### src/rtl/core/bcec_pkg.sv
// shared types and codes for the button chord event classifier
`default_nettype none

package bcec_pkg;

	localparam int unsigned CODE_W  = 8;
	localparam int unsigned TICKS_W = 16;
	localparam int unsigned NSLOTS  = 3;

	// item kinds
	localparam logic [1:0] KIND_PRESS   = 2'd0;
	localparam logic [1:0] KIND_RELEASE = 2'd1;
	localparam logic [1:0] KIND_TICK    = 2'd2;

	// event codes
	localparam logic [2:0] EV_SHORT     = 3'd0;
	localparam logic [2:0] EV_LONG      = 3'd1;
	localparam logic [2:0] EV_TWO_SHORT = 3'd2;
	localparam logic [2:0] EV_TWO_LONG  = 3'd3;
	localparam logic [2:0] EV_ERROR     = 3'd4;

	// configuration register indexes
	localparam int unsigned CFG_INDEX_W = 2;
	localparam logic [CFG_INDEX_W-1:0] CFG_NO_BUTTON  = 2'd0;
	localparam logic [CFG_INDEX_W-1:0] CFG_LONG_TICKS = 2'd1;

	localparam logic [CODE_W-1:0]  NO_BUTTON_RESET  = 8'd255;
	localparam logic [TICKS_W-1:0] LONG_TICKS_RESET = 16'd1000;

	typedef struct packed {
		logic [1:0]        kind;
		logic [CODE_W-1:0] button;
	} item_t;

	typedef struct packed {
		logic [2:0]        event_code;
		logic [CODE_W-1:0] first_button;
		logic [CODE_W-1:0] second_button;
	} result_t;

	typedef struct packed {
		logic [1:0]         held_count;
		logic [CODE_W-1:0]  code2;
		logic [CODE_W-1:0]  code1;
		logic [CODE_W-1:0]  code0;
		logic               multiple_flag;
		logic               double_flag;
		logic               long_flag;
		logic               timer_running;
		logic [TICKS_W-1:0] tick_count;
	} state_t;

endpackage

`default_nettype wire

### src/rtl/core/bcec_step.sv
// next-state and event logic for one item
`default_nettype none

module bcec_step import bcec_pkg::*; (
	input  wire item_t              item,
	input  wire state_t             cur,
	input  wire logic [CODE_W-1:0]  no_button,
	input  wire logic [TICKS_W-1:0] long_ticks,
	output state_t                  nxt,
	output logic                    has_event,
	output result_t                 result
);

	logic [CODE_W-1:0]  codes [NSLOTS];
	logic [CODE_W-1:0]  ncodes [NSLOTS];
	logic [NSLOTS-1:0]  match;
	logic [NSLOTS-1:0]  hit;
	logic               found;
	logic [1:0]         hit_idx;
	logic [1:0]         last_idx;
	logic [TICKS_W:0]   next_tick;

	always_comb begin
		codes[0] = cur.code0;
		codes[1] = cur.code1;
		codes[2] = cur.code2;
		last_idx = cur.held_count - 2'd1;
		next_tick = {1'b0, cur.tick_count} + {{TICKS_W{1'b0}}, 1'b1};

		// first held slot holding the released code
		for (int i = 0; i < NSLOTS; i++) begin
			match[i] = (2'(i) < cur.held_count) && (codes[i] == item.button);
		end
		hit[0] = match[0];
		hit[1] = match[1] & ~match[0];
		hit[2] = match[2] & ~match[1] & ~match[0];
		found = |hit;
		hit_idx = hit[2] ? 2'd2 : (hit[1] ? 2'd1 : 2'd0);

		for (int j = 0; j < NSLOTS; j++) begin
			ncodes[j] = codes[j];
		end

		nxt = cur;
		has_event = 1'b0;
		result.event_code = EV_SHORT;
		result.first_button = no_button;
		result.second_button = no_button;

		case (item.kind)
			KIND_PRESS: begin
				if (cur.held_count < 2'd2) begin
					ncodes[cur.held_count] = item.button;
					nxt.double_flag = (cur.held_count == 2'd1);
					nxt.held_count = cur.held_count + 2'd1;
					nxt.multiple_flag = 1'b0;
					nxt.long_flag = 1'b0;
					nxt.tick_count = '0;
					nxt.timer_running = 1'b1;
				end else if (cur.held_count == 2'd2) begin
					nxt.timer_running = 1'b0;
					has_event = 1'b1;
					result.event_code = EV_ERROR;
					ncodes[2] = item.button;
					nxt.held_count = 2'd3;
					nxt.multiple_flag = 1'b1;
					nxt.double_flag = 1'b0;
					nxt.long_flag = 1'b0;
				end else begin
					nxt.multiple_flag = 1'b1;
				end
			end
			KIND_RELEASE: begin
				nxt.timer_running = 1'b0;
				if (cur.held_count != 2'd0) begin
					if (!cur.long_flag && !cur.multiple_flag) begin
						has_event = 1'b1;
						if (cur.double_flag) begin
							nxt.multiple_flag = 1'b1;
							result.event_code = EV_TWO_SHORT;
							result.first_button = codes[0];
							result.second_button = codes[1];
						end else begin
							result.event_code = EV_SHORT;
							result.first_button = codes[last_idx];
						end
					end
					if (found) begin
						// shift later slots down over the removed one
						for (int j = 0; j < NSLOTS - 1; j++) begin
							if (2'(j) >= hit_idx && 2'(j) < last_idx) begin
								ncodes[j] = codes[j+1];
							end
						end
						ncodes[last_idx] = no_button;
						nxt.held_count = last_idx;
					end
				end
			end
			KIND_TICK: begin
				if (cur.timer_running) begin
					if (next_tick >= {1'b0, long_ticks}) begin
						nxt.tick_count = '0;
						nxt.long_flag = 1'b1;
						if (!cur.multiple_flag && !cur.double_flag) begin
							has_event = 1'b1;
							result.event_code = EV_LONG;
							result.first_button = codes[0];
						end else if (cur.double_flag) begin
							has_event = 1'b1;
							result.event_code = EV_TWO_LONG;
							result.first_button = codes[0];
							result.second_button = codes[1];
						end
					end else begin
						nxt.tick_count = next_tick[TICKS_W-1:0];
					end
				end
			end
			default: begin
				// unused kind: no change
			end
		endcase

		nxt.code0 = ncodes[0];
		nxt.code1 = ncodes[1];
		nxt.code2 = ncodes[2];
	end

endmodule

`default_nettype wire

### src/rtl/core/bcec_out_buf.sv
// result register with skid stage
`default_nettype none

module bcec_out_buf import bcec_pkg::*; (
	input  wire logic    clk,
	input  wire logic    arst_n,
	input  wire logic    push,
	input  wire result_t push_data,
	output logic         space,
	output logic         out_valid,
	input  wire logic    out_ready,
	output result_t      out_data
);

	logic    main_vld_q;
	logic    skid_vld_q;
	result_t main_q;
	result_t skid_q;
	logic    pop;

	assign pop = main_vld_q && out_ready;
	assign space = !skid_vld_q;
	assign out_valid = main_vld_q;
	assign out_data = main_q;

	always_ff @(posedge clk or negedge arst_n) begin
		if (!arst_n) begin
			main_vld_q <= 1'b0;
			skid_vld_q <= 1'b0;
		end else if (skid_vld_q) begin
			if (pop) begin
				skid_vld_q <= 1'b0;
			end
		end else if (push) begin
			if (!main_vld_q || pop) begin
				main_vld_q <= 1'b1;
			end else begin
				skid_vld_q <= 1'b1;
			end
		end else if (pop) begin
			main_vld_q <= 1'b0;
		end
	end

	always_ff @(posedge clk) begin
		if (skid_vld_q) begin
			if (pop) begin
				main_q <= skid_q;
			end
		end else if (push) begin
			if (!main_vld_q || pop) begin
				main_q <= push_data;
			end else begin
				skid_q <= push_data;
			end
		end
	end

	a_skid_needs_main: assert property (@(posedge clk) disable iff (!arst_n)
		skid_vld_q |-> main_vld_q)
		else $error("skid word held with empty result register");

	a_no_push_when_full: assert property (@(posedge clk) disable iff (!arst_n)
		skid_vld_q |-> !push)
		else $error("word pushed into full result buffer");

	a_skid_moves_up: assert property (@(posedge clk) disable iff (!arst_n)
		(skid_vld_q && pop) |=> (main_vld_q && main_q == $past(skid_q)))
		else $error("skid word lost on drain");

endmodule

`default_nettype wire

### src/rtl/core/button_chord_event_classifier_core.sv
// top level of the button chord event classifier
//
// usage
//   in channel  : in_valid/in_ready with in_data (kind, button); one word is a
//                 press, a release or a timer tick
//   out channel : out_valid/out_ready with out_data (event_code, first_button,
//                 second_button); a word only appears for items that raise an event
//   cfg channel : cfg_valid/cfg_ready with cfg_index/cfg_data; index 0 sets the
//                 no-button code, index 1 the long-press period; always ready,
//                 other indexes are dropped
//   registering : an event word is registered in the result register (skid if full)
//   throughput  : one item every cycle while in_ready is high; the state update is
//                 one pass of logic from held-button registers to result register
//   stalling    : a two-word buffer (result register plus skid word) sits on the
//                 output; in_ready drops only while both are full, so one waiting
//                 result never holds up the next item
//   reset       : arst_n clears the held list to code 255, all flags, the tick
//                 counter and the buffer; registers return to 255 and 1000
`default_nettype none

module button_chord_event_classifier_core import bcec_pkg::*; (
	input  wire logic                   clk,
	input  wire logic                   arst_n,
	input  wire logic                   in_valid,
	output logic                        in_ready,
	input  wire item_t                  in_data,
	output logic                        out_valid,
	input  wire logic                   out_ready,
	output result_t                     out_data,
	input  wire logic                   cfg_valid,
	output logic                        cfg_ready,
	input  wire logic [CFG_INDEX_W-1:0] cfg_index,
	input  wire logic [TICKS_W-1:0]     cfg_data
);

	// configuration registers
	logic [CODE_W-1:0]  no_button_q;
	logic [TICKS_W-1:0] long_ticks_q;

	// held-button state
	state_t  state_q;
	state_t  state_nxt;
	logic    has_event;
	result_t result;
	logic    accept;
	logic    space;

	assign cfg_ready = 1'b1;
	assign in_ready = space;
	assign accept = in_valid && in_ready;

	always_ff @(posedge clk or negedge arst_n) begin
		if (!arst_n) begin
			no_button_q <= NO_BUTTON_RESET;
			long_ticks_q <= LONG_TICKS_RESET;
		end else if (cfg_valid) begin
			unique case (cfg_index)
				CFG_NO_BUTTON:  no_button_q <= cfg_data[CODE_W-1:0];
				CFG_LONG_TICKS: long_ticks_q <= cfg_data;
				default: begin
					// unmapped index
				end
			endcase
		end
	end

	// state update for one item per cycle while in_ready is high
	bcec_step u_step (
		.item       (in_data),
		.cur        (state_q),
		.no_button  (no_button_q),
		.long_ticks (long_ticks_q),
		.nxt        (state_nxt),
		.has_event  (has_event),
		.result     (result)
	);

	always_ff @(posedge clk or negedge arst_n) begin
		if (!arst_n) begin
			state_q.held_count <= 2'd0;
			state_q.code0 <= NO_BUTTON_RESET;
			state_q.code1 <= NO_BUTTON_RESET;
			state_q.code2 <= NO_BUTTON_RESET;
			state_q.multiple_flag <= 1'b0;
			state_q.double_flag <= 1'b0;
			state_q.long_flag <= 1'b0;
			state_q.timer_running <= 1'b0;
			state_q.tick_count <= '0;
		end else if (accept) begin
			state_q <= state_nxt;
		end
	end

	// result register and skid word
	bcec_out_buf u_out_buf (
		.clk       (clk),
		.arst_n    (arst_n),
		.push      (accept && has_event),
		.push_data (result),
		.space     (space),
		.out_valid (out_valid),
		.out_ready (out_ready),
		.out_data  (out_data)
	);

	// the timer only runs with one or two buttons down
	a_timer_needs_hold: assert property (@(posedge clk) disable iff (!arst_n)
		state_q.timer_running |-> (state_q.held_count == 2'd1 || state_q.held_count == 2'd2))
		else $error("timer running with no single or double hold");

	// three held buttons always mean a multiple press
	a_three_is_multiple: assert property (@(posedge clk) disable iff (!arst_n)
		(state_q.held_count == 2'd3) |-> state_q.multiple_flag)
		else $error("three buttons held without multiple flag");

	// a tick with the timer stopped leaves the state alone
	a_idle_tick: assert property (@(posedge clk) disable iff (!arst_n)
		(accept && in_data.kind == KIND_TICK && !state_q.timer_running)
		|=> ($stable(state_q) && !$past(has_event)))
		else $error("stopped timer changed on tick");

endmodule

`default_nettype wire
### config.mk
export PLATFORM = sky130hd
export DESIGN_NAME = button_chord_event_classifier_core
export DESIGN_NICKNAME = d
export VERILOG_FILES = /design/src/rtl/core/bcec_pkg.sv /design/src/rtl/core/bcec_step.sv /design/src/rtl/core/bcec_out_buf.sv /design/src/rtl/core/button_chord_event_classifier_core.sv
export SDC_FILE = /design/constraint.sdc
export NUM_CORES = 1
export LEC_CHECK = 0
export BUFFER_PORTS_ARGS = -buffer_cell sky130_fd_sc_hd__buf_2
export CELL_PAD_IN_SITES_DETAIL_PLACEMENT = 1
export CELL_PAD_IN_SITES_GLOBAL_PLACEMENT = 2
export CORE_UTILIZATION = 39
export DETAILED_ROUTE_END_ITERATION = 8
export GPL_ROUTABILITY_DRIVEN = 1
export GPL_TIMING_DRIVEN = 0
export PLACE_DENSITY = 0.89
export SKIP_CTS_REPAIR_TIMING = 1
export SYNTH_ARGS = -nofsm -noshare
export SYNTH_HDL_FRONTEND = slang
export SYNTH_SLANG_ARGS = --single-unit
### constraint.sdc
create_clock -name clk -period 5.2 [get_ports clk]
set_input_delay 0 -clock clk [delete_from_list [all_inputs] [get_ports clk]]
set_output_delay 0 -clock clk [all_outputs]
set_load 0.005 [all_outputs]
==> results of run 1 <==
power by group through the flow:
stage	logic (mW)	registers [mW]	clock network, mW
2_1_floorplan	0.237	0.982	0
3_3_place_gp	0.332	0.986	0
3_5_place_dp	0.347	0.988	0
4_1_cts	0.350	0.971	0.747
5_1_grt	0.400	0.976	0.776
6_report	0.363	0.971	0.736
cells in the final DEF, fill, tap and decap left out, types with 15 or more instances in the layout:
cell type | netlist | routed
sky130_fd_sc_hd__xnor2_1 | 25 | 25
sky130_fd_sc_hd__inv_1 | 46 | 46
sky130_fd_sc_hd__dfrtp_1 | 34 | 34
sky130_fd_sc_hd__mux2_2 | 43 | 43
sky130_fd_sc_hd__nand3_1 | 23 | 23
sky130_fd_sc_hd__edfxtp_1 | 38 | 38
sky130_fd_sc_hd__o21ai_0 | 29 | 29
sky130_fd_sc_hd__clkbuf_1 | 36 | 36
sky130_fd_sc_hd__a22oi_1 | 17 | 17
sky130_fd_sc_hd__dfstp_2 | 38 | 38
sky130_fd_sc_hd__a31oi_1 | 16 | 16
sky130_fd_sc_hd__buf_2 | 3 | 47
sky130_fd_sc_hd__and3_1 | 15 | 15
sky130_fd_sc_hd__nor2_1 | 36 | 36
sky130_fd_sc_hd__dlygate4sd3_1 | 0 | 18
sky130_fd_sc_hd__nand2_1 | 79 | 79
sky130_fd_sc_hd__a21oi_1 | 37 | 37
sky130_fd_sc_hd__ha_1 | 27 | 27
through the flow:
step | TNS, ns | hold slack (ns) | setup WS, ns
after global placement | -12.48 | 0.222 | -0.659
after global routing | 0 | 0.0821 | 0.175
after detailed placement | 0 | 0.205 | 0.498
after floorplan | 0 | -0.296 | 0.758
final | 0 | 0.0514 | 0.519
after CTS | 0 | -0.187 | 0.491
cells by family after synthesis:
logic type,after synthesis,synth area share
muxes,52,0.0847
DFF,110,0.441
and+or+nand+nor,208,0.146
xor gates and xnor gates,38,0.0491
adders and majority gates,27,0.0498
buffers and inverters,95,0.0537
other,1,0.000553
AOI/OAI and AO/OA,169,0.176
area by class of cell:
type | instances | area (um2)
Tap cell | 220 | 275
Timing Repair Buffer | 65 | 427
Fill cell | 1940 | 8960
Multi-Input combinational cell | 495 | 3440
Inverter | 47 | 176
Sequential cell | 110 | 2990
Clock buffer | 9 | 225
Buffer | 48 | 188
Clock inverter | 7 | 81.3
registers in the layout, indices dropped and copies added, names as in the netlist:
name,cells
state_q,46
u_out_buf.out_data,19
u_out_buf.skid_q,19
long_ticks_q,16
no_button_q,8
u_out_buf.out_valid,1
u_out_buf.skid_vld_q,1
how the worst max path moves through the flow:
stage,start,endpoint,slack (ns),cells after the start
after floorplan,state_q[2],u_out_buf.skid_q[0],0.76,15
after global placement,state_q[2],u_out_buf.skid_q[9],-0.66,14
after detailed placement,state_q[2],u_out_buf.out_data[9],0.50,15
after CTS,state_q[2],u_out_buf.out_data[2],0.49,15
after global routing,state_q[2],u_out_buf.out_data[9],0.18,15
final,state_q[2],u_out_buf.out_data[9],0.52,15
worst min-delay path, stage by stage:
cell,delay (ns)
sky130_fd_sc_hd__buf_2,0.15
sky130_fd_sc_hd__a22oi_1,0.17
sky130_fd_sc_hd__o2bb2ai_1,0.09
metal layers:
layer	wire, um	GRT usage
met5	0	0
met4	410	0.0865
met3	726	0.0257
met2	9360	0.375
met1	9140	0.309
==> results.txt, run 1 <==
* Dominant cell type by count on the critical path: sky130_fd_sc_hd__and3_1
- Total via count after detailed routing: 5655
- For this run, the total global-route usage over all layers was measured as 0.228.
- Post-synth EDFFs: 38
- The number of cells on the worst reg-to-reg path is 15.
- Clock net sink count: 110
- The max-slew violation count was 0.
- Row generation in the floorplan step produced 47 rows.
* Crit path time final: 4.68 ns
- The detail route stage leaves a number of antenna-violating nets equal to 0.
- Net Count, Synth: 760
- Clock Pin Slew Worst Setup and Hold Paths: 0.08 ns
- The area growth from synthesis to layout is 15.0%.
* Highest clock frequency the design can meet: 0.214 GHz
* Maximum number of pins on one net before global-route repair: 73
* Kind of end point of the critical path: flip-flop
- Final critical-path share of the clock period: 0.900
- Total Routed Length: 19600 um
* Tightest Hold Check Type: in -> reg
- Number of failing setup endpoints in the final timing report: 0
- Type of the setup path with the least slack: reg -> reg
* Hold Crit Depth: 3
* Cell Area, Synth: 6780 um2
- Area contributors post-synth: sky130_fd_sc_hd__edfxtp_1 17%, sky130_fd_sc_hd__dfstp_2 15%, sky130_fd_sc_hd__dfrtp_1 13%
- At the end of routability-driven placement, the weighted congestion stood at between 0.8 and 0.9.
- First-pass DRT Iterations: 6
- 0 antenna diodes ended up in the layout.
- Maximum ir drop on the vdd rail: 0.174 mV
* Synthesis warning total: 0
- Power per standard cell area: about 270 nW/um2
- Detailed placement ended at an HPWL of 14700 um.
- Counting every instance in the synthesized netlist gives 700.
- Design internal power: 1.47 mW
* Worst Path Buf+Inv: 3
- Utilization after layout: 0.465
* Clock share of power: 0.356
- In this run the critical register-to-register path is captured at u_out_buf.out_data[9].
* Delay contributed by the slowest stage of the critical path: about 0.8 ns
* Worst path arrival time: approximately 4.8 ns
- The first global-routing pass estimated 31800 um of wire.
- After the last flow step, the layout net total stands at 836.
* Number of synthesized register bits: 110
- Via count of the first global-routing pass: ~5800
- Final global-route overflow total: 0
- Of all nets on the critical path, the largest fanout is 10.
* Clock tree buffer depth: 2
* Via density per instance: 5.65
* CTS H-Tree Depth: 3
- Layout cell share with drive strength beyond 1: 0.200
- Number of placed cells counting well taps: roughly 970
* Total power consumption of the routed design: 2.07 mW
* Worst setup SP type: flip-flop
- Outcome: completed
- In this run the count of I/O pins placed on the die edge is 55.
* Share of the synthesized area in the top cell type: 0.168
* Max Cap Violations: 0
* Most common cell in the netlist: sky130_fd_sc_hd__nand2_1
* TritonCTS clock tree: done
- Of the total power, registers draw 0.469.
* Launch point of the worst hold path: in_data[7]
- In this run the horizontal extent of the chip is 134 um.
- Height of the die: 134 um
- The share of the Yosys chip area taken by registers is 0.441.
- Measured against its own limit, the worst slew margin works out to 0.365.
* Number of antenna violations at the first check in global routing: 0
- Area inside the core boundary: 16800 um2
- Crit-path slowest cell: sky130_fd_sc_hd__a22oi_1
* Mean instance size in the synthesized netlist: 9.69 um2
- Starting density of the core: 0.405
- The tree is rooted in a sky130_fd_sc_hd__clkbuf_16.
- Dividing the detail-routed wire length by the instance count gives roughly 20 um.
* Required time at the endpoint of the critical path: 5.28 ns
* Cell taking the most area after synthesis: sky130_fd_sc_hd__edfxtp_1
- Switch share: 0.287
- Ranking of synthesized cells by instance count: 79 x sky130_fd_sc_hd__nand2_1, 46 x sky130_fd_sc_hd__inv_1, 43 x sky130_fd_sc_hd__mux2_2
- The die covers around 18000 um2.
* 1st-iter DRT viols: 373
* Unrepaired setup endpoints after global routing: false
- Combinational power share: 0.175
- Count of distinct cell types in the synthesized netlist: 54
- After routing the design area is 7800 um2.
- The worst hold path terminates at state_q[43].
* Worst setup skew after layout: 0.00726 ns
- Primary FF master, synth: sky130_fd_sc_hd__edfxtp_1
- For the pin with the worst max-slew slack, the measured transition is 0.945 ns.
- Net load switching power: 0.594 mW
* Ordered list of cells on the worst path: and3_1 > and3_1 > nand3_1 > inv_1 > and3_1 > xnor2_1 > inv_1 > ha_1 > nand3_1 > nor3_1 > o21ai_1 > a211oi_1 > o21ai_0 > a22oi_1 > buf_4
- Share of flip-flops with an asynchronous set or reset: 0.655
* Static Leak: 3.24 nW
- Setup slack, reg-to-reg: between 0.5 and 0.6 ns
- Non-filler instance count after layout: 1001
- Instance area after placement: 7310 um2
- During placement, the flow inserted port buffers numbering 45.
- Endpoints failing hold: 0
* Origin of the critical flop-to-flop path: state_q[2]
- DR DRC count: 0
- Inserted Clock Buffers: 9
- The kind of cell with the highest combined delay along the critical path is compound AO/OA/AOI/OAI gates.
- Skew-Pair Late Insertion Delay: approximately 0.37 ns
No activity file was read; power rests on OpenSTA's default activity.
==> run 2: changes to the inputs <==
--- a/config.mk
+++ b/config.mk
@@ -12,8 +12,10 @@
 export DETAILED_ROUTE_END_ITERATION = 8
 export GPL_ROUTABILITY_DRIVEN = 1
 export GPL_TIMING_DRIVEN = 0
+export MAX_ROUTING_LAYER = met4
 export PLACE_DENSITY = 0.89
 export SKIP_CTS_REPAIR_TIMING = 1
+export SLEW_MARGIN = 5
 export SYNTH_ARGS = -nofsm -noshare
 export SYNTH_HDL_FRONTEND = slang
 export SYNTH_SLANG_ARGS = --single-unit
==> run 2 against run 1 <==
  * First-iteration DRC count grew 20%
  * Cell count rose by 0.20%
  * Critical endpoint is now u_out_buf.skid_q[10]
  * Largest cell class unchanged
  * Sequential cell count did not move
  * Register-to-register slack gained 0.07 ns
  * Highest routed layer unchanged
==> results.txt, run 2 (same netlist as run 1, synthesis figures left out) <==
* Skew-Pair Late Insertion Delay: 0.37 ns
- In this run the worst path has a maximum fanout of 10.
* Static Leak: 3.25 nW
- Transition time of the tightest slew-check pin: 0.945 ns
- For this block, the via count after detailed routing is 5665.
- Outcome: completed
* Layout cell share with drive strength beyond 1: 0.202
- After clock tree synthesis, the clock-pin slew on the worst setup and hold paths is 0.08 ns.
- From left edge to right edge, the die measures about 130 um.
- The longest clock path from root to sink contains 2 buffers.
* Via count of the first global-routing pass: 5834
- Unrepaired setup endpoints after global routing: false
* Largest register by flop count: state_q
- The critical path is of the reg -> reg type.
- Hold-critical path endpoint: state_q[42]
* Area of the die: 17900 um2
* Worst setup skew after layout: roughly 0.007 ns
- Across every metal layer, demand over resource in global routing totals 0.235.
- Post-synthesis to final-layout area growth: 15.5%
* Crit-path slowest cell: sky130_fd_sc_hd__nor3b_2
- After detailed routing, the number of vias per cell comes to 5.65.
- Detailed Place HPWL: 14800 um
- The number of buffers and inverters on the critical path is 3.
- Depth of the critical timing path with buffers and inverters included: 15
* Max Cap Violations: 0
* Kind of end point of the critical path: flip-flop
- Final global-route overflow total: 0
* Depth of the worst register-to-register path: 15
* Total I/O pin count: 55
* Endpoints failing hold: 0
- Commonest cells after routing, fill and taps aside: 79 x sky130_fd_sc_hd__nand2_1, 47 x sky130_fd_sc_hd__buf_2, 46 x sky130_fd_sc_hd__inv_1, 43 x sky130_fd_sc_hd__mux2_2
- TritonCTS built the clock tree.
* Dominant cell type by count on the critical path: sky130_fd_sc_hd__and3_1
- Across the VDD grid, the largest voltage drop is 0.172 mV.
* FILL cells: between 1500 and 2000
- The H-tree was split into 3 levels.
- Final WS setup: 0.585 ns
- In the detailed route, the total length drawn on met2 is 9420 um.
- Leading cell type in the layout, fill and taps excluded: sky130_fd_sc_hd__nand2_1
- First-pass DRT Iterations: 5
- The startpoint identified for the worst hold timing path is in_data[6].
* Dominant delay contributor by cell family on the critical path: simple AND/OR/NAND/NOR gates
- Total Routed Length: 19600 um
- Wl on met1: 9100 um
- Total power for the finished layout comes to around 2.1 mW.
- The number of antenna diodes in the final layout is 0.
- Number of antenna-violating nets in the routed design: 0
* Count of final max-slew check failures: 0
- The congestion estimate from routability-driven global placement came to 0.889.
* Instance area after placement: about 7300 um2
* Tightest Hold Check Type: in -> reg
- Entering global routing, the biggest net connects 44 pins.
- Highest clock frequency the design can meet: roughly 0.22 GHz
- Dividing the final minimum period by the clock period gives 0.888.
- Summing all non-filler instances in the final layout gives an area of 7830 um2.
* Worst slack, placed: 0.582 ns
- Setup slack on the worst reg-to-reg path comes out at 0.58 ns.
- Root cell of the clock tree: sky130_fd_sc_hd__clkbuf_16
- Wire length of the first global-routing pass: ~32000 um
* Max layer used: met4
- Hold Crit Depth: 3
* Clock net sink count: 110
- Wire per inst: 19.5 um
- Number of port buffers: 45
- Inserted Clock Buffers: 9
- From bottom edge to top edge, the die measures 134 um.
- In this run the core area contains 47 standard-cell rows.
- After the first detailed-routing iteration, the DRC count stood at 446.
* Max-slew headroom at the worst pin: 0.365
- The core region is 16800 um2.
- The startpoint identified for the worst register-to-register timing path is state_q[2].
- Ordered list of cells on the worst path: and3_1 > and3_1 > nand3_1 > inv_1 > and3_1 > xnor2_1 > inv_1 > ha_1 > nand3_1 > nor3_1 > o21ai_1 > a211oi_1 > o21ai_0 > nor3b_2 > buf_4
- Starting density of the core: 0.405
* R2r endpoint: u_out_buf.skid_q[10]
- The number of antenna violations at the first check in global routing came to 0.
- The clock period could shrink to roughly 4.6 ns.
- Delay contributed by the slowest stage of the critical path: between 0.7 and 0.8 ns
* DR DRC count: 0
- Met3 routed wirelength: around 660 um
- Worst path arrival time: about 4.7 ns
* Power per standard cell area: 264 nW/um2
* Net count, final: 838
- Worst setup SP type: flip-flop
* Number of failing setup endpoints in the final timing report: 0
* Number of flip-flops in the largest register: 46
- Utilization after layout: 0.467
- Required time at the endpoint of the critical path: around 5.3 ns
## run 2: worst min-delay path, delay by kind of cell
family,cells,cell delay [ns]
compound gates,2,0.25
buf+inv,1,0.15
## run 2: metal layers
layer	vias to the layer above	GRT usage
li1	2679	-
met1	2837	0.306
met2	124	0.378
met3	25	0.0253
met4	0	0.0865
met5	-	-
## run 2: power by group
part           leakage [nW]  total, mW  switching, mW  internal [mW]
clock network         0.152      0.734          0.352          0.382
logic                  1.93      0.366          0.223          0.143
registers              1.17      0.971         0.0180          0.953
total                  3.25       2.07          0.593           1.48
## run 2: how the worst max path moves through the flow
stage / startpoint / to
6_report: state_q[2] / u_out_buf.skid_q[10]
3_5_place_dp: state_q[2] / u_out_buf.skid_q[10]
5_1_grt: state_q[2] / u_out_buf.skid_q[10]
4_1_cts: state_q[2] / u_out_buf.skid_q[10]
3_3_place_gp: state_q[2] / u_out_buf.skid_q[9]
2_1_floorplan: state_q[2] / u_out_buf.skid_q[0]
## run 2: through the flow
stage          setup TNS [ns]  hold WS [ns]  instances
4_1_cts                     0        -0.433        985
6_report                    0        0.0528       1003
3_3_place_gp           -12.48         0.222        965
2_1_floorplan               0        -0.296        700
3_5_place_dp                0       -0.0406        969
5_1_grt                     0        0.0798       1003
## run 2: area by class of cell
class / instances / area, um2 / share of cell area
Buffer: 48 / 188 / 0.0240
Clock buffer: 9 / 225 / 0.0288
Clock inverter: 7 / 81.3 / 0.0104
Inverter: 47 / 176 / 0.0225
Multi-Input combinational cell: 495 / 3440 / 0.439
Sequential cell: 110 / 2990 / 0.382
Tap cell: 220 / 275 / 0.0351
Timing Repair Buffer: 67 / 458 / 0.0585
==> run 3: changes to the inputs <==
--- a/config.mk
+++ b/config.mk
@@ -8,14 +8,15 @@
 export BUFFER_PORTS_ARGS = -buffer_cell sky130_fd_sc_hd__buf_2
 export CELL_PAD_IN_SITES_DETAIL_PLACEMENT = 1
 export CELL_PAD_IN_SITES_GLOBAL_PLACEMENT = 2
-export CORE_UTILIZATION = 39
+export CORE_UTILIZATION = 40
 export DETAILED_ROUTE_END_ITERATION = 8
 export GPL_ROUTABILITY_DRIVEN = 1
 export GPL_TIMING_DRIVEN = 0
 export MAX_ROUTING_LAYER = met4
-export PLACE_DENSITY = 0.89
+export PLACE_DENSITY = 0.88
 export SKIP_CTS_REPAIR_TIMING = 1
 export SLEW_MARGIN = 5
 export SYNTH_ARGS = -nofsm -noshare
 export SYNTH_HDL_FRONTEND = slang
+export SYNTH_HIERARCHICAL = 1
 export SYNTH_SLANG_ARGS = --single-unit
==> run 3 against run 2 <==
  * The run now ends with hold timing left
  * Synthesized area rose by 14%
  * Register-to-register slack got worse by 0.31 ns
  * Total power is 87% higher
  * Sequential cell count did not move
  * Design area up 12%
  * Via count rose by 11%
  * Wire length grew 17%
  * Synthesized cell count increased by 8.4%
  * Utilization fell by 0.11 points
==> results.txt, run 3 <==
- Via density per instance: 5.75
- Depth of the worst register-to-register path: 17
- Clock tree synthesis selected as its root buffer the cell sky130_fd_sc_hd__clkbuf_16.
- CTS saw 110 sinks.
- Area of the die: 19900 um2
* Multi-input logic area: approximately 4400 um2
- Share of the synthesized area in the top cell type: 0.147
- When the netlist entered floorplanning its net count stood at 819.
* 1st-iter DRT viols: 374
- Number of port buffers: 45
* Ranking of synthesized cells by instance count: 74 x sky130_fd_sc_hd__mux2_2, 52 x sky130_fd_sc_hd__nor2_1, 50 x sky130_fd_sc_hd__a21oi_1
- The worst setup path is captured at a flip-flop.
* Share of flip-flops with an asynchronous set or reset: 0.655
* Skew-Pair Late Insertion Delay: 0.36 ns
* Maximum ir drop on the vdd rail: 0.181 mV
* Mean instance size in the synthesized netlist: 10.2 um2
- CTS built an H-tree with a depth of 3.
- Clock Pin Slew Worst Setup and Hold Paths: 0.08 ns
* Wire per inst: 20.9 um
- Post-synthesis to final-layout area growth: 13.3%
- The run finished, with violations left.
* First-pass DRT Iterations: 4
- The register with the most flip-flops in the layout has between 40 and 50 of them.
- After detailed routing, the number of remaining DRC violations is 0.
- For this run, the post-layout net count is 893.
- Setup total negative slack on the finished layout was measured at 0 ns.
- Crit path time final: 4.93 ns
- Final global-route overflow total: 0
- Total via count after detailed routing: 6310
* FILL cells: approximately 2100
- Sequential cell area fraction in the yosys report: 0.386
- Power spread over the standard cell area amounts to 442 nW/um2.
- The die is 141 um wide.
- At the pin with the least slew margin, the transition time is 1.17 ns.
- Number of synthesized register bits: 110
- Setup repair after global routing left no endpoint under its margin.
* Number of antenna-violating nets in the routed design: 0
- STA puts the critical path data arrival time at roughly 4.9 ns.
* Total I/O pin count: 55
- Highest clock frequency the design can meet: roughly 0.20 GHz
- Once placement completed, the tool counted placed cells totaling 1065.
* Sequential standard cell area: 2990 um2
* Final critical-path share of the clock period: 0.947
- The synthesized design contains 38 enable-type register cells.
* Endpoints failing hold: 2
- For this run, the number of Yosys warnings is 6.
- The critical path is of the reg -> reg type.
- By instance count, the leading cell after synthesis is sky130_fd_sc_hd__mux2_2.
* Peak fanout along the critical path: 19
- Summing all non-filler instances in the final layout gives an area of 8780 um2.
- Commonest cells after routing, fill and taps aside: 74 x sky130_fd_sc_hd__mux2_2, 60 x sky130_fd_sc_hd__buf_2, 52 x sky130_fd_sc_hd__nor2_1, 50 x sky130_fd_sc_hd__a21oi_1, 41 x sky130_fd_sc_hd__nand2_1
- In this run the tightest slew margin relative to its limit is 0.210.
- Number of antenna violations at the first check in global routing: 0
- The longest clock path from root to sink contains 2 buffers.
- Primary FF master, synth: sky130_fd_sc_hd__edfxtp_1
* Total routing usage reported by global routing: 0.243
* Final Wtd Congestion: around 0.91
- Across all hold checks on the routed design, the worst slack comes to -0.0218 ns.
* Instance area after placement: 8320 um2
- Inserted Diodes: 0
* Wire length of the first global-routing pass: 36600 um
* Number of failing setup endpoints in the final timing report: 0
* Failing checks: hold timing
* Max Cap Violations: 0
- Height of the die: ~140 um
- TritonCTS clock tree: done
* Starting density of the core: 0.411
- Post-synthesis instance total: 759
* Via count of the first global-routing pass: 6788
* Inserted Clock Buffers: 9
- Cell taking the most area after synthesis: sky130_fd_sc_hd__edfxtp_1
- Of the cells placed in the final design, the portion with a size suffix greater than 1 is 0.276.
- In this run the static leakage power is 3.66 nW.
- Worst setup skew after layout: 0.00947 ns
- Along the worst hold path, the cell count comes to 3.
- Cell Area, Synth: about 7700 um2
- Utilization after layout: 0.466
* Area contributors post-synth: sky130_fd_sc_hd__edfxtp_1 15%, sky130_fd_sc_hd__dfstp_2 13%, sky130_fd_sc_hd__dfrtp_1 11%
* Area inside the core boundary: 18800 um2
- Largest register by flop count: state_q
- Required time at the endpoint of the critical path: 5.20 ns
- STA classifies the critical path startpoint as a flip-flop.
- Total Routed Length: between 20000 and 25000 um
- Standard-cell row count: 50
- Non-filler instance count after layout: 1098
* Count of distinct cell types in the synthesized netlist: 66
* Detailed Place HPWL: 17300 um
- Leaving out fill and tap cells, the most frequent cell in the layout is sky130_fd_sc_hd__mux2_2.
- Maximum number of pins on one net before global-route repair: 38
* Tightest Hold Check Type: in -> reg
- The max-slew violation count is 0.
-- run 3: cell types whose count changed after synthesis, sizes merged, moves of 10 or more --
cell,before,now
a21oi,38,51
a31oi,16,0
and3,15,5
buf,12,26
inv,47,35
mux2,43,89
mux2i,9,33
nand2,79,42
nand2b,12,1
nor2,36,52
o21ai,30,40
-- run 3: cell type report --
type                            count  share of cell area
Multi-Input combinational cell    561               0.497
Clock buffer                       12              0.0294
Buffer                             53              0.0309
Timing Repair Buffer               63              0.0476
Tap cell                          260              0.0371
Sequential cell                   110               0.341
Inverter                           35              0.0150
Clock inverter                      4             0.00257
-- run 3: final timing paths --
| check | startpoint | end | slack [ns] |
|---|---|---|---|
| worst max-delay path | state_q[0] | u_out_buf/skid_q[11] | 0.27 |
| max in group asynchronous | arst_n | state_q[20] | 4.41 |
| worst max register to register | state_q[0] | u_out_buf/skid_q[11] | 0.27 |
| min in group asynchronous | arst_n | state_q[3] | 0.13 |
| worst min register to register | long_ticks_q[14] | long_ticks_q[14] | 0.52 |
| worst min-delay path | out_ready | u_out_buf/out_valid | -0.02 |
-- run 3: cells by family after synthesis --
family / count (synthesis) / synth area share
AOI/OAI and AO/OA: 194 / 0.176
and+or+nand+nor: 178 / 0.118
muxes: 122 / 0.179
DFF: 110 / 0.386
buffers and inverters: 88 / 0.0520
xor gates and xnor gates: 39 / 0.0441
adders and majority gates: 27 / 0.0436
other: 1 / 0.000484
-- run 3: per-stage QoR --
stage	setup WS [ns]	total power [mW]
6_report	0.275	3.88
5_1_grt	0.00949	4.11
3_5_place_dp	0.0233	3.18
2_1_floorplan	1.01	2.66
4_1_cts	-0.00122	3.87
3_3_place_gp	0.275	3.07
-- run 3: where the power goes --
group	switching, mW	internal (mW)	total [mW]
Clock	0.328	0.354	0.682
Combinational	0.967	0.775	1.74
Sequential	0.249	1.20	1.45
-- run 3: critical path, cell delays in order, from the launching register on --
cell and delay, ns:
sky130_fd_sc_hd__dfrtp_1 0.48, sky130_fd_sc_hd__ha_1 0.24, sky130_fd_sc_hd__and3_4 0.23, sky130_fd_sc_hd__nand4_4 0.14
sky130_fd_sc_hd__nor2_1 0.22, sky130_fd_sc_hd__nand3_1 0.12, sky130_fd_sc_hd__xnor2_1 0.17, sky130_fd_sc_hd__ha_1 0.31
sky130_fd_sc_hd__nand4_1 0.21, sky130_fd_sc_hd__nor4_1 0.31, sky130_fd_sc_hd__a211oi_1 0.15, sky130_fd_sc_hd__o211ai_4 0.36
sky130_fd_sc_hd__o221ai_4 0.24, sky130_fd_sc_hd__buf_6 0.22, sky130_fd_sc_hd__nor2_1 0.17, sky130_fd_sc_hd__o21ba_1 0.18
sky130_fd_sc_hd__and3_1 0.23, sky130_fd_sc_hd__and4bb_2 0.57
-- run 3: layer usage --
metal  GRT usage  vias to the layer above  part of all wire  wire (um)
met1       0.303                     3214              0.45      10300
met5           -                        -                 0          0
met2       0.408                      130              0.50      11400
met3      0.0346                       27             0.040        925
li1            -                     2939                 -          -
met4      0.0709                        0             0.014        330
